===== src/hdl/gsbrq_pkg.sv =====
// Shared types and constants of the gap-skipping batch ring queue.
package gsbrq_pkg;

  // Width of one batch word, tag and gap mark.
  localparam int unsigned WORD_W = 32;

  // Number of batch words carried on the input and output ports.
  localparam int unsigned NUM_WORDS = 4;

  // A tag with every bit set marks a slot that holds no batch.
  localparam logic [WORD_W-1:0] FREE_TAG = '1;

  typedef logic signed [WORD_W-1:0] word_t;
  typedef logic [1:0] status_t;

  // Result status codes.
  localparam status_t STATUS_DONE  = 2'd0;
  localparam status_t STATUS_EMPTY = 2'd1;
  localparam status_t STATUS_FULL  = 2'd2;

endpackage


===== src/hdl/gsbrq_ram.sv =====
// Generic single-port-write, single-port-read RAM with a registered read.
module gsbrq_ram #(
  parameter int unsigned WIDTH = 32,
  parameter int unsigned DEPTH = 16,
  localparam int unsigned AW = (DEPTH > 1) ? $clog2(DEPTH) : 1
) (
  input  logic             clk_i,
  input  logic             we_i,
  input  logic [AW-1:0]    waddr_i,
  input  logic [WIDTH-1:0] wdata_i,
  input  logic [AW-1:0]    raddr_i,
  output logic [WIDTH-1:0] rdata_o
);

  logic [WIDTH-1:0] mem_q [DEPTH];
  logic [WIDTH-1:0] rdata_q;

  // Write port.
  always_ff @(posedge clk_i) begin
    if (we_i) begin
      mem_q[waddr_i] <= wdata_i;
    end
  end

  // Read port: the data is registered and appears in the cycle after the address.
  always_ff @(posedge clk_i) begin
    rdata_q <= mem_q[raddr_i];
  end

  assign rdata_o = rdata_q;

endmodule


===== src/hdl/gap_skipping_batch_ring_queue.sv =====
// Top level of the gap-skipping batch ring queue: sequencer, ticket counters and result register.
//
// Usage: a single command channel (cmd_i with four batch words) and a result channel (status_o
// with four words). Both use valid and stall; a transaction completes on a rising edge with valid
// high and stall low. Command 0 enqueues a batch at the tail, command 1 dequeues the batch at the
// head. Every command yields exactly one result.
// The block works on one command at a time. A shared slot-check step reads the tag and gap RAM
// (and the payload RAM) at one slot in two steps: address, then compare and write back.
// An enqueue repeats the slot check for every busy slot it skips, until it finds a free slot
// or finds the ring full. A dequeue repeats it for every retry, up to its retry limit.
// The next command is accepted on the edge after the result has been moved to the result
// register, so the block takes no new command before the last one's result is in that register.
// After reset the block runs a clearing pass over every slot of the tag and gap RAM, one slot
// per cycle, with in_stall_o high. While the receiver stalls the result channel, the result
// register holds; the block still accepts and works on one more command, and waits with that
// result until the register is free.
module gap_skipping_batch_ring_queue #(
  parameter int unsigned SLOTS       = 16,
  parameter int unsigned BATCH       = 4,
  parameter int unsigned MAX_RETRIES = 8
) (
  input  logic               clk_i,
  input  logic               rst_ni,
  input  logic               in_valid_i,
  output logic               in_stall_o,
  input  logic               cmd_i,
  input  gsbrq_pkg::word_t   in_word_0_i,
  input  gsbrq_pkg::word_t   in_word_1_i,
  input  gsbrq_pkg::word_t   in_word_2_i,
  input  gsbrq_pkg::word_t   in_word_3_i,
  output logic               out_valid_o,
  input  logic               out_stall_i,
  output gsbrq_pkg::status_t status_o,
  output gsbrq_pkg::word_t   out_word_0_o,
  output gsbrq_pkg::word_t   out_word_1_o,
  output gsbrq_pkg::word_t   out_word_2_o,
  output gsbrq_pkg::word_t   out_word_3_o
);

  import gsbrq_pkg::*;

  localparam int unsigned SW = $clog2(SLOTS);
  localparam int unsigned NW = $clog2(SLOTS + 1);
  localparam int unsigned RW = $clog2(MAX_RETRIES + 1);
  localparam int unsigned PW = WORD_W * BATCH;
  localparam int unsigned TW = 2 * WORD_W;

  // Sequencer states.
  localparam logic [2:0] ST_CLR  = 3'd0;
  localparam logic [2:0] ST_IDLE = 3'd1;
  localparam logic [2:0] ST_RD   = 3'd2;
  localparam logic [2:0] ST_CHK  = 3'd3;
  localparam logic [2:0] ST_OUT  = 3'd4;

  logic [2:0]        state_q, state_d;
  logic              cmd_q, cmd_d;
  word_t             in_words_q [NUM_WORDS];
  word_t             in_words_d [NUM_WORDS];
  logic [WORD_W-1:0] head_q, head_d, tail_q, tail_d, ticket_q, ticket_d;
  logic [SW-1:0]     head_slot_q, head_slot_d, tail_slot_q, tail_slot_d;
  logic [SW-1:0]     tick_slot_q, tick_slot_d, clr_q, clr_d;
  logic [RW-1:0]     retry_q, retry_d;
  logic [NW-1:0]     enq_cnt_q, enq_cnt_d;
  status_t           res_status_q, res_status_d;
  word_t             res_words_q [NUM_WORDS];
  word_t             res_words_d [NUM_WORDS];
  logic              out_valid_q, out_valid_d;
  status_t           out_status_q, out_status_d;
  word_t             out_words_q [NUM_WORDS];
  word_t             out_words_d [NUM_WORDS];

  // RAM control.
  logic              tag_we;
  logic [SW-1:0]     tag_waddr, cur_slot;
  logic [TW-1:0]     tag_wdata, tag_rdata;
  logic              pay_we;
  logic [PW-1:0]     pay_wdata, pay_rdata;
  logic [WORD_W-1:0] rd_tag, rd_gap;
  word_t             pay_word [NUM_WORDS];

  // Slot of the ticket after tick; a wrap of the ticket to zero also restarts the slot at zero.
  function automatic logic [SW-1:0] step_slot(input logic [WORD_W-1:0] tick,
                                              input logic [SW-1:0] slot);
    logic [SW-1:0] nxt;
    if (tick == '1) begin
      nxt = '0;
    end else if (slot == SW'(SLOTS - 1)) begin
      nxt = '0;
    end else begin
      nxt = slot + 1'b1;
    end
    return nxt;
  endfunction

  // Tag and gap mark of every slot, packed as {tag, gap}.
  gsbrq_ram #(
    .WIDTH (TW),
    .DEPTH (SLOTS)
  ) u_tag_ram (
    .clk_i   (clk_i),
    .we_i    (tag_we),
    .waddr_i (tag_waddr),
    .wdata_i (tag_wdata),
    .raddr_i (cur_slot),
    .rdata_o (tag_rdata)
  );

  // Batch words of every slot, one row per slot.
  gsbrq_ram #(
    .WIDTH (PW),
    .DEPTH (SLOTS)
  ) u_pay_ram (
    .clk_i   (clk_i),
    .we_i    (pay_we),
    .waddr_i (tail_slot_q),
    .wdata_i (pay_wdata),
    .raddr_i (cur_slot),
    .rdata_o (pay_rdata)
  );

  assign rd_tag   = tag_rdata[TW-1:WORD_W];
  assign rd_gap   = tag_rdata[WORD_W-1:0];
  assign cur_slot = cmd_q ? tick_slot_q : tail_slot_q;

  // Map between the fixed port words and the BATCH words of a RAM row.
  for (genvar i = 0; i < NUM_WORDS; i++) begin : g_rd_word
    if (i < BATCH) begin : g_used
      assign pay_word[i] = word_t'(pay_rdata[i*WORD_W +: WORD_W]);
    end else begin : g_unused
      assign pay_word[i] = '0;
    end
  end

  for (genvar b = 0; b < BATCH; b++) begin : g_wr_word
    if (b < NUM_WORDS) begin : g_used
      assign pay_wdata[b*WORD_W +: WORD_W] = in_words_q[b];
    end else begin : g_unused
      assign pay_wdata[b*WORD_W +: WORD_W] = '0;
    end
  end

  // Sequencer: clearing pass, then one slot check at a time, in the states ST_RD and ST_CHK.
  always_comb begin
    state_d      = state_q;
    cmd_d        = cmd_q;
    in_words_d   = in_words_q;
    head_d       = head_q;
    head_slot_d  = head_slot_q;
    tail_d       = tail_q;
    tail_slot_d  = tail_slot_q;
    ticket_d     = ticket_q;
    tick_slot_d  = tick_slot_q;
    retry_d      = retry_q;
    enq_cnt_d    = enq_cnt_q;
    clr_d        = clr_q;
    res_status_d = res_status_q;
    res_words_d  = res_words_q;
    out_valid_d  = out_valid_q & out_stall_i;
    out_status_d = out_status_q;
    out_words_d  = out_words_q;
    tag_we       = 1'b0;
    tag_waddr    = cur_slot;
    tag_wdata    = tag_rdata;
    pay_we       = 1'b0;

    case (state_q)
      ST_CLR: begin
        tag_we    = 1'b1;
        tag_waddr = clr_q;
        tag_wdata = {FREE_TAG, {WORD_W{1'b0}}};
        clr_d     = clr_q + 1'b1;
        if (clr_q == SW'(SLOTS - 1)) begin
          state_d = ST_IDLE;
        end
      end
      ST_IDLE: begin
        if (in_valid_i) begin
          cmd_d         = cmd_i;
          in_words_d[0] = in_word_0_i;
          in_words_d[1] = in_word_1_i;
          in_words_d[2] = in_word_2_i;
          in_words_d[3] = in_word_3_i;
          enq_cnt_d     = '0;
          retry_d       = RW'(1);
          if (cmd_i) begin
            ticket_d    = head_q;
            tick_slot_d = head_slot_q;
            head_d      = head_q + 1'b1;
            head_slot_d = step_slot(head_q, head_slot_q);
          end
          state_d = ST_RD;
        end
      end
      ST_RD: begin
        // The RAM read at cur_slot is issued here; a dequeue out of retries fails instead.
        if (cmd_q && (retry_q >= RW'(MAX_RETRIES))) begin
          res_status_d = STATUS_EMPTY;
          for (int i = 0; i < NUM_WORDS; i++) begin
            res_words_d[i] = '0;
          end
          state_d = ST_OUT;
        end else begin
          state_d = ST_CHK;
        end
      end
      ST_CHK: begin
        for (int i = 0; i < NUM_WORDS; i++) begin
          res_words_d[i] = '0;
        end
        if (cmd_q) begin
          // Dequeue: matching tag yields the batch, a gap at or past the ticket retries.
          if (rd_tag == ticket_q) begin
            tag_we       = 1'b1;
            tag_wdata    = {FREE_TAG, rd_gap};
            res_status_d = STATUS_DONE;
            res_words_d  = pay_word;
            state_d      = ST_OUT;
          end else if ($signed(rd_gap) >= $signed(ticket_q)) begin
            ticket_d    = head_q;
            tick_slot_d = head_slot_q;
            head_d      = head_q + 1'b1;
            head_slot_d = step_slot(head_q, head_slot_q);
            retry_d     = retry_q + 1'b1;
            state_d     = ST_RD;
          end else begin
            res_status_d = STATUS_EMPTY;
            state_d      = ST_OUT;
          end
        end else begin
          // Enqueue: a free slot takes the batch, a busy one is marked with a gap.
          tag_we      = 1'b1;
          tail_d      = tail_q + 1'b1;
          tail_slot_d = step_slot(tail_q, tail_slot_q);
          if (rd_tag[WORD_W-1]) begin
            pay_we       = 1'b1;
            tag_wdata    = {tail_q, rd_gap};
            res_status_d = STATUS_DONE;
            state_d      = ST_OUT;
          end else begin
            tag_wdata = {rd_tag, tail_q};
            enq_cnt_d = enq_cnt_q + 1'b1;
            if (enq_cnt_q == NW'(SLOTS - 1)) begin
              res_status_d = STATUS_FULL;
              state_d      = ST_OUT;
            end else begin
              state_d = ST_RD;
            end
          end
        end
      end
      ST_OUT: begin
        // Move the result into the output register once it is free.
        if (!out_valid_q || !out_stall_i) begin
          out_valid_d  = 1'b1;
          out_status_d = res_status_q;
          out_words_d  = res_words_q;
          state_d      = ST_IDLE;
        end
      end
      default: begin
        state_d = ST_IDLE;
      end
    endcase
  end

  // Control registers.
  always_ff @(posedge clk_i or negedge rst_ni) begin
    if (!rst_ni) begin
      state_q     <= ST_CLR;
      cmd_q       <= 1'b0;
      head_q      <= '0;
      head_slot_q <= '0;
      tail_q      <= '0;
      tail_slot_q <= '0;
      ticket_q    <= '0;
      tick_slot_q <= '0;
      retry_q     <= '0;
      enq_cnt_q   <= '0;
      clr_q       <= '0;
      out_valid_q <= 1'b0;
    end else begin
      state_q     <= state_d;
      cmd_q       <= cmd_d;
      head_q      <= head_d;
      head_slot_q <= head_slot_d;
      tail_q      <= tail_d;
      tail_slot_q <= tail_slot_d;
      ticket_q    <= ticket_d;
      tick_slot_q <= tick_slot_d;
      retry_q     <= retry_d;
      enq_cnt_q   <= enq_cnt_d;
      clr_q       <= clr_d;
      out_valid_q <= out_valid_d;
    end
  end

  // Payload registers.
  always_ff @(posedge clk_i) begin
    in_words_q   <= in_words_d;
    res_status_q <= res_status_d;
    res_words_q  <= res_words_d;
    out_status_q <= out_status_d;
    out_words_q  <= out_words_d;
  end

  assign in_stall_o   = (state_q != ST_IDLE);
  assign out_valid_o  = out_valid_q;
  assign status_o     = out_status_q;
  assign out_word_0_o = out_words_q[0];
  assign out_word_1_o = out_words_q[1];
  assign out_word_2_o = out_words_q[2];
  assign out_word_3_o = out_words_q[3];

  // The retry count never passes its limit.
  assert property (@(posedge clk_i) disable iff (!rst_ni) retry_q <= RW'(MAX_RETRIES))
    else $error("retry count beyond limit");

  // The enqueue walk never counts past a full ring.
  assert property (@(posedge clk_i) disable iff (!rst_ni)
    (state_q == ST_CHK && !cmd_q) |-> (enq_cnt_q < NW'(SLOTS)))
    else $error("enqueue walk beyond ring size");

  // A dequeue only ever writes a free tag back.
  assert property (@(posedge clk_i) disable iff (!rst_ni)
    (state_q == ST_CHK && cmd_q && tag_we) |-> (tag_wdata[TW-1:WORD_W] == FREE_TAG))
    else $error("dequeue wrote a busy tag");

  // A retry takes exactly one new ticket from the head.
  assert property (@(posedge clk_i) disable iff (!rst_ni)
    (state_q == ST_CHK && cmd_q && state_d == ST_RD) |=> (head_q == $past(head_q) + 1'b1))
    else $error("retry did not advance the head by one");

  // An accepted command always starts a slot read.
  assert property (@(posedge clk_i) disable iff (!rst_ni)
    (in_valid_i && !in_stall_o) |=> (state_q == ST_RD))
    else $error("accepted command did not start");

endmodule


===== config.mk =====
export PLATFORM = sky130hd
export DESIGN_NAME = gap_skipping_batch_ring_queue
export DESIGN_NICKNAME = d
export VERILOG_FILES = /design/src/hdl/gsbrq_pkg.sv /design/src/hdl/gsbrq_ram.sv /design/src/hdl/gap_skipping_batch_ring_queue.sv
export SDC_FILE = /design/constraint.sdc
export NUM_CORES = 2
export LEC_CHECK = 0
export BUFFER_PORTS_ARGS = -buffer_cell sky130_fd_sc_hd__buf_4
export CAP_MARGIN = 20
export CORE_ASPECT_RATIO = 1.5
export CORE_MARGIN = 10
export CORE_UTILIZATION = 35
export DETAILED_ROUTE_END_ITERATION = 12
export PLACE_DENSITY = 0.6
export SLEW_MARGIN = 20
export SYNTH_ARGS = -nofsm -noshare
export SYNTH_HDL_FRONTEND = slang
export SYNTH_SLANG_ARGS = --single-unit

===== constraint.sdc =====
create_clock -name clk_i -period 22.8 [get_ports clk_i]
set_clock_uncertainty 0.05 [all_clocks]
set_input_delay 0 -clock clk_i [delete_from_list [all_inputs] [get_ports clk_i]]
set_output_delay 0 -clock clk_i [all_outputs]
set_load 0.02 [all_outputs]

==> Yosys cells after proc, flatten, opt, wreduce, memory -nomap -nowiden <==
Memory sizes are Yosys's and may differ from the RTL's. A register that Yosys moved wholly into a read port is not among the register bits.
Index checks and enable logic that the tools add are counted.
{ "word_totals": {"regBits": 514, "latchBits": 0, "ram_bits": 3072, "romBits": 0, "out_inout_bits": 132, "word_cells": 155, "n_memories": 2} }
{ "op_classes": {"addsub": 7, "multipliers": 0, "div": 0, "magnitude_cmp": 2, "n_eq_ne": 24, "shift": 0, "n_mux": 76, "bitwise_logic": 2, "n_reduce_logical": 16} }
{ "memory_table": {"columns": ["memory", "depth", "word_bits", "read_ports", "rd_ports_with_merged_regs", "write_ports", "line_no", "rtl"], "rows": [
  ["u_pay_ram.mem_q", 16, 128, 1, 1, 1, "gsbrq_ram.sv:15", "logic [WIDTH-1:0] mem_q [DEPTH];"],
  ["u_tag_ram.mem_q", 16, 64, 1, 1, 1, "gsbrq_ram.sv:15", null]
]} }
{ "ops": {"columns": ["operator", "n"], "rows": [
  ["128-bit 2-to-1 mux", 3],
  ["32-bit 2-to-1 mux", 10],
  ["128-bit one-hot mux with 2 select lines", 1],
  ["64-bit 2-to-1 mux", 3],
  ["32-bit one-hot mux with 2 select lines", 2],
  ["64-bit one-hot mux with 2 select lines", 1],
  ["4-bit 2-to-1 mux", 20],
  ["32-bit by 1-bit adder with 32-bit output, second input constant", 2],
  ["32-bit == test, second input constant", 2],
  ["32-bit == test", 1],
  ["32-bit greater-or-equal comparator", 1],
  ["3-bit 2-to-1 mux", 9],
  ["4-bit one-hot mux with 2 select lines", 3],
  ["2-bit != test, second input constant", 10],
  ["4-bit by 1-bit adder with 4-bit output, second input constant", 4],
  ["5-bit 2-to-1 mux", 3],
  ["3-bit one-hot mux with 5 select lines", 1],
  ["4-bit == test, second input constant", 3],
  ["2-bit 2-to-1 mux", 6],
  ["1-bit 2-to-1 mux", 11],
  ["5-bit one-hot mux with 2 select lines", 1],
  ["2-bit AND reduction", 4],
  ["4-bit AND reduction", 2],
  ["3-bit by 2-bit == test with 1-bit output, second input constant", 2],
  ["other kinds (20)", 22]
]} }

==> Logic depth before layout (Yosys ltp) <==
{ "logic_depth": {"depth_word": 7, "mapped_depth": 12} }

==> By module <==
Synthesis repeated with hierarchy kept, for this count alone.
{ "hier_totals": {"hier_cells": 6450, "hier_area_um2": 139415.0} }
{ "modules_own_cells": {"columns": ["module", "n_inst", "cells_each", "area_per_inst_um2", "seq_area_each_um2"], "rows": [
  ["gsbrq_ram (u_pay_ram)", 1, 3365, 79331.1, 64061.4],
  ["gsbrq_ram (u_tag_ram)", 1, 1647, 39581.7, 32030.7],
  ["gap_skipping_batch_ring_queue", 1, 1438, 20502.2, 14804.2]
]} }

==> Least setup slack after synthesis <==
OpenSTA, ideal clock, no wires.
{ "synth_timing": {"path_type": "reg-to-reg", "start": "reg cmd_q", "end": "reg res_status_q[0] (enable)", "t_arrival_ps": 11427, "t_required_ps": 22428, "path_slack_ps": 11001, "path_stages_with_launch": 6, "path_buffers": 2, "synth_period_minus_slack_ps": 11799, "path_cell_list": "dfrtp_1 -> buf_2 -> clkbuf_1 -> a21oi_1 -> nor3b_1 -> o311a_1"} }
{ "synth_between": {"elab_chain_cells": 3, "elab_cells_between_ends": 5, "classes_between": "eq/ne: 3; reduce/logical: 2"} }
{ "synth_rtl": {"columns": ["element", "line_no", "rtl"], "rows": [
  ["start, declared", "gap_skipping_batch_ring_queue.sv:56", "logic cmd_q, cmd_d;"],
  ["start signal, assigned", "gap_skipping_batch_ring_queue.sv:283", "cmd_q <= cmd_d;"],
  ["1-bit logical AND", "gap_skipping_batch_ring_queue.sv:196", "if (cmd_q && (retry_q >= RW'(MAX_RETRIES))) begin"],
  ["2-bit != test (no line)", null, null],
  ["4-bit AND reduction (no line) (*)", null, null],
  ["end signal, assigned", "gap_skipping_batch_ring_queue.sv:300", "res_status_q <= res_status_d;"],
  ["end, declared", "gap_skipping_batch_ring_queue.sv:64", "status_t res_status_q, res_status_d;"]
]} }
Mark *: on every way between the ends. The rest lies on a longest branch, timed or not.
A chain may end at the register's enable or synchronous reset.

==> Worst setup path in the final report <==
{ "layout_timing": {"start": "reg cmd_q", "end": "reg u_pay_ram.rdata_q[88] (netlist: u_pay_ram.rdata_o[88]) (read register of u_pay_ram.mem_q)"} }
{ "layout_between": {"elab_chain_cells": 1} }
{ "layout_rtl": {"columns": ["element", "line_no", "rtl"], "rows": [
  ["4-bit 2-to-1 mux", "gap_skipping_batch_ring_queue.sv:123", "assign cur_slot = cmd_q ? tick_slot_q : tail_slot_q;"],
  ["end, declared", "gsbrq_ram.sv:16", "logic [WIDTH-1:0] rdata_q;"]
]} }
No other way between the ends.

==> metrics.md <==
| Metric | Value |
|---|---|
| Switching share of power | 29.9% |
| Setup CP Type | reg2reg |
| Ys async rst share | about 3.3% |
| Overall power | 0.0200 W |
| Synth area leader | edfxtp_1 |
| Min Tclk post-route | ~6.7 ns |
| Met3 WL post-DR | 19100 um |
| Final Worst Setup Slack | 16.13 ns |
| Max-slew headroom | 21.6% |
| Distinct cells, synth | 57 |
| Vias per cell | about 5.3 |
| Placed cells | 12533 |
| Maximum VDD drop | 115 uV |
| Post-Syn Instances | 7165 |
| Yosys warnings | 0 |
| Register area share after synthesis | 78.9% |
| Mapped Nets | 7342 |
| Met2 wire length | 183000 um |
| H-tree depth | 5 |
| Via Count | 70627 |
| Combinational Power Share | 25.6% |
| Tcrit/Tclk final | 29.2% |
| Final std cells w/o fill | 13407 |
| Post-synthesis register bit count | 3778 |
| DRC viols | 0 |
| Final setup TNS | 0 ns |
| CTS tree | yes |
| Synth area leaders | edfxtp_1, mux4_2, nand2_1, dfxtp_1, dfrtp_1 |
| Achievable clock frequency | 150 MHz |
| Top Ports | 265 |
| Vias in the first global route | 74069 |
| Post-Syn Area per Cell | 19.6 um2 |
| Count leader, synth | edfxtp_1 |
| FP Rows | roughly 290 |
| Drt first pass iters | 5 |
| Highest Signal Layer | met5 |
| Clk_lat worst skew | 0.93 ns |
| Slew @ Worst Pin | ~1.2 ns |
| Post-cts sizing count | 0 |
| Worst Hold Class | in2reg |
| Max-cap violations | 0 |
| Critical Path Start | cmd_q |
| WL final | 358000 um |
| Leakage power | 53.8 nW |
| Max Slew Vio Count | 0 |
| Initial Utilization | 35.1% |
| Clock slew at reported path FFs | 0.07 ns |
| Total grt overflow | 0 |
| Post-detail-place hpwl | around 180000 um |
| Main synth FF type | edfxtp_1 |
| Share of post-route cells with drive strength above 1 | 21.2% |
| Req. time, crit path | 23.42 ns |
| Gpl congestion | 0.825 |
| Die ar. | 428000 um2 |
| Post-synth EDFFs | 3460 |
| Synthesized cell area | between 100000 and 150000 um2 |
| Postcts setup bufs | 0 |
| P per Cell Area | 123 nW/um2 |
| Area share of the largest cell type after synthesis | 73.9% |
| Startpoint types | register |
| Worst R2R Start | cmd_q |
| First-pass GRT wire length | roughly 520000 um |
| RSZ-0062 raised after global routing | no |
| Worst Path Max Fanout | 44 |
| Endpoint type of the worst setup path | register |
| Core area | 401000 um2 |
| Num CTS Buffers | 336 |
| GR Util All Layers | 16.3% |
| Die Span Y | 796 um |
| Dpl ws | 15.94 ns |
| Status | complete, no violations |
| Crit path DAT | approximately 7.3 ns |
| Final setup viols | 0 |
| Routed length on met1 | approximately 140000 um |
| Initial antenna violation count | 8 |
| NetSw | 0.00600 W |
| Area growth syn-to-layout | 16.0% |
| Clock share of power | 28.3% |
| Clock Path Buffers | 4 |
| Clk sinks | 3778 |
| Commonest cells in the netlist | edfxtp_1, nand2_1, mux4_2, and3_1, a31oi_1 |
| Register share of total power | between 40% and 50% |
| Die X | 538 um |
| Post-detailed-route count of antenna-violating nets | 0 |
| Hold path start | cmd_i |
| I/O Buffers | roughly 260 |
| Violation count after the first detailed-route iteration | between 5000 and 6000 |
| Internal Power | 0.0140 W |
| Layout Utilization | 40.7% |
| Hold Violations, Final | 0 |
| Final nets | 8003 |
| Largest net degree at the start of global routing | 142 |
| DR WL/cell | 26.7 um |
| Root buffer cell | clkbuf_16 |
-- registers in the layout, summed over array words and instances, names as in the netlist, 3 cells and up --
name	flops
out_word_3_o	32
in_words_q	128
out_word_1_o	32
res_words_q	128
state_q	3
tick_slot_q	4
out_word_0_o	32
tail_slot_q	4
u_pay_ram.mem_q	2048
head_q	32
head_slot_q	4
ticket_q	32
tail_q	32
clr_q	4
out_word_2_o	32
u_pay_ram.rdata_o	128
retry_q	4
u_tag_ram.mem_q	1024
enq_cnt_q	5
u_tag_ram.rdata_o	64
-- power groups by stage --
stage	clock network, W	logic (W)	registers [W]
2_1_floorplan	0	0.00363	0.00919
3_3_place_gp	0	0.00509	0.00934
3_5_place_dp	0	0.00516	0.00938
4_1_cts	0.00580	0.00522	0.00924
5_1_grt	0.00604	0.00557	0.00928
6_report	0.00567	0.00513	0.00923
-- per-stage QoR --
stage,area [um2],hold slack [ns]
2_1_floorplan,141000,-0.346
3_3_place_gp,149000,-0.0171
3_5_place_dp,149000,-0.0117
4_1_cts,163000,0.0681
5_1_grt,163000,0.125
6_report,163000,0.146
-- critical path, stage by stage (launching register included) --
cell and delay (ns):
dfrtp_1 0.36, buf_4 0.24, nand2_1 0.18, o21a_4 0.72
buf_4 0.83, buf_4 0.81, buf_4 0.65, buf_4 0.79
buf_4 0.63, mux4_2 0.57, nand2_1 0.08, and3_1 0.17
a31oi_1 0.06
-- cells in the final DEF, fill, tap and decap left out, drive strengths merged, types with 14 or more instances in the layout --
cell	count
dlygate4sd3	263
a21oi	19
nand4	39
bufinv	24
a31oi	199
nor3	18
xor2	14
ha	44
clkinv	113
and3	208
clkbuf	441
mux4	730
nand2	1103
inv	59
edfxtp	3460
buf	437
a311oi	39
and2	134
dfrtp	126
o21ai	86
nor2	64
nand3	112
xnor2	85
dfxtp	192
clkinvlp	18
-- repair_timing --
item                                    CTS  global route
hold buffers                            264             0
endpoints found under the setup margin    0             0
hold endpoints to repair                336             0
-- final timing paths --
path	slack, ns	to	cells past startpoint
setup / recovery	16.13	u_pay_ram.rdata_o[88]	12
hold / removal	0.15	cmd_q	4
setup reg to reg	16.13	u_pay_ram.rdata_o[88]	12
hold reg to reg	0.36	out_word_0_o[10]	0
max in group asynchronous	21.81	ticket_q[10]	4
min in group asynchronous	0.25	tail_q[31]	4
-- cells by family (layout without fill, tap and decap cells) --
group                    Yosys count  after routing  share of synthesized area, %
AND/OR/NAND/NOR                 1713           1713                          5.46
other                              0              2                             0
adder cells (fa/ha/maj)           44             44                         0.392
multiplexers                     739            739                          11.8
flip-flops                      3778           3778                          78.9
XOR/XNOR                          99             99                         0.622
buffers and inverters            424           1355                          1.24
AO/OA/AOI/OAI                    368            368                          1.65
-- layout make-up --
cell class,instances,area [um2]
antenna,2,5.00
clock buffer,441,9210
clock inverter,167,1670
fill,35429,238000
inverter,47,184
multi-input combinational,2963,28300
sequential,3778,111000
tap,5309,6640
timing repair buffer,700,6080
-- per-layer routing --
layer / vias to the layer above / track usage, %
met3: 550 / 2.10
li1: 29662 / -
met5: - / 0
met4: 2 / 5.11
met1: 38140 / 21.2
met2: 2273 / 28.4
Note: power is estimated with default switching activity, not from simulation.
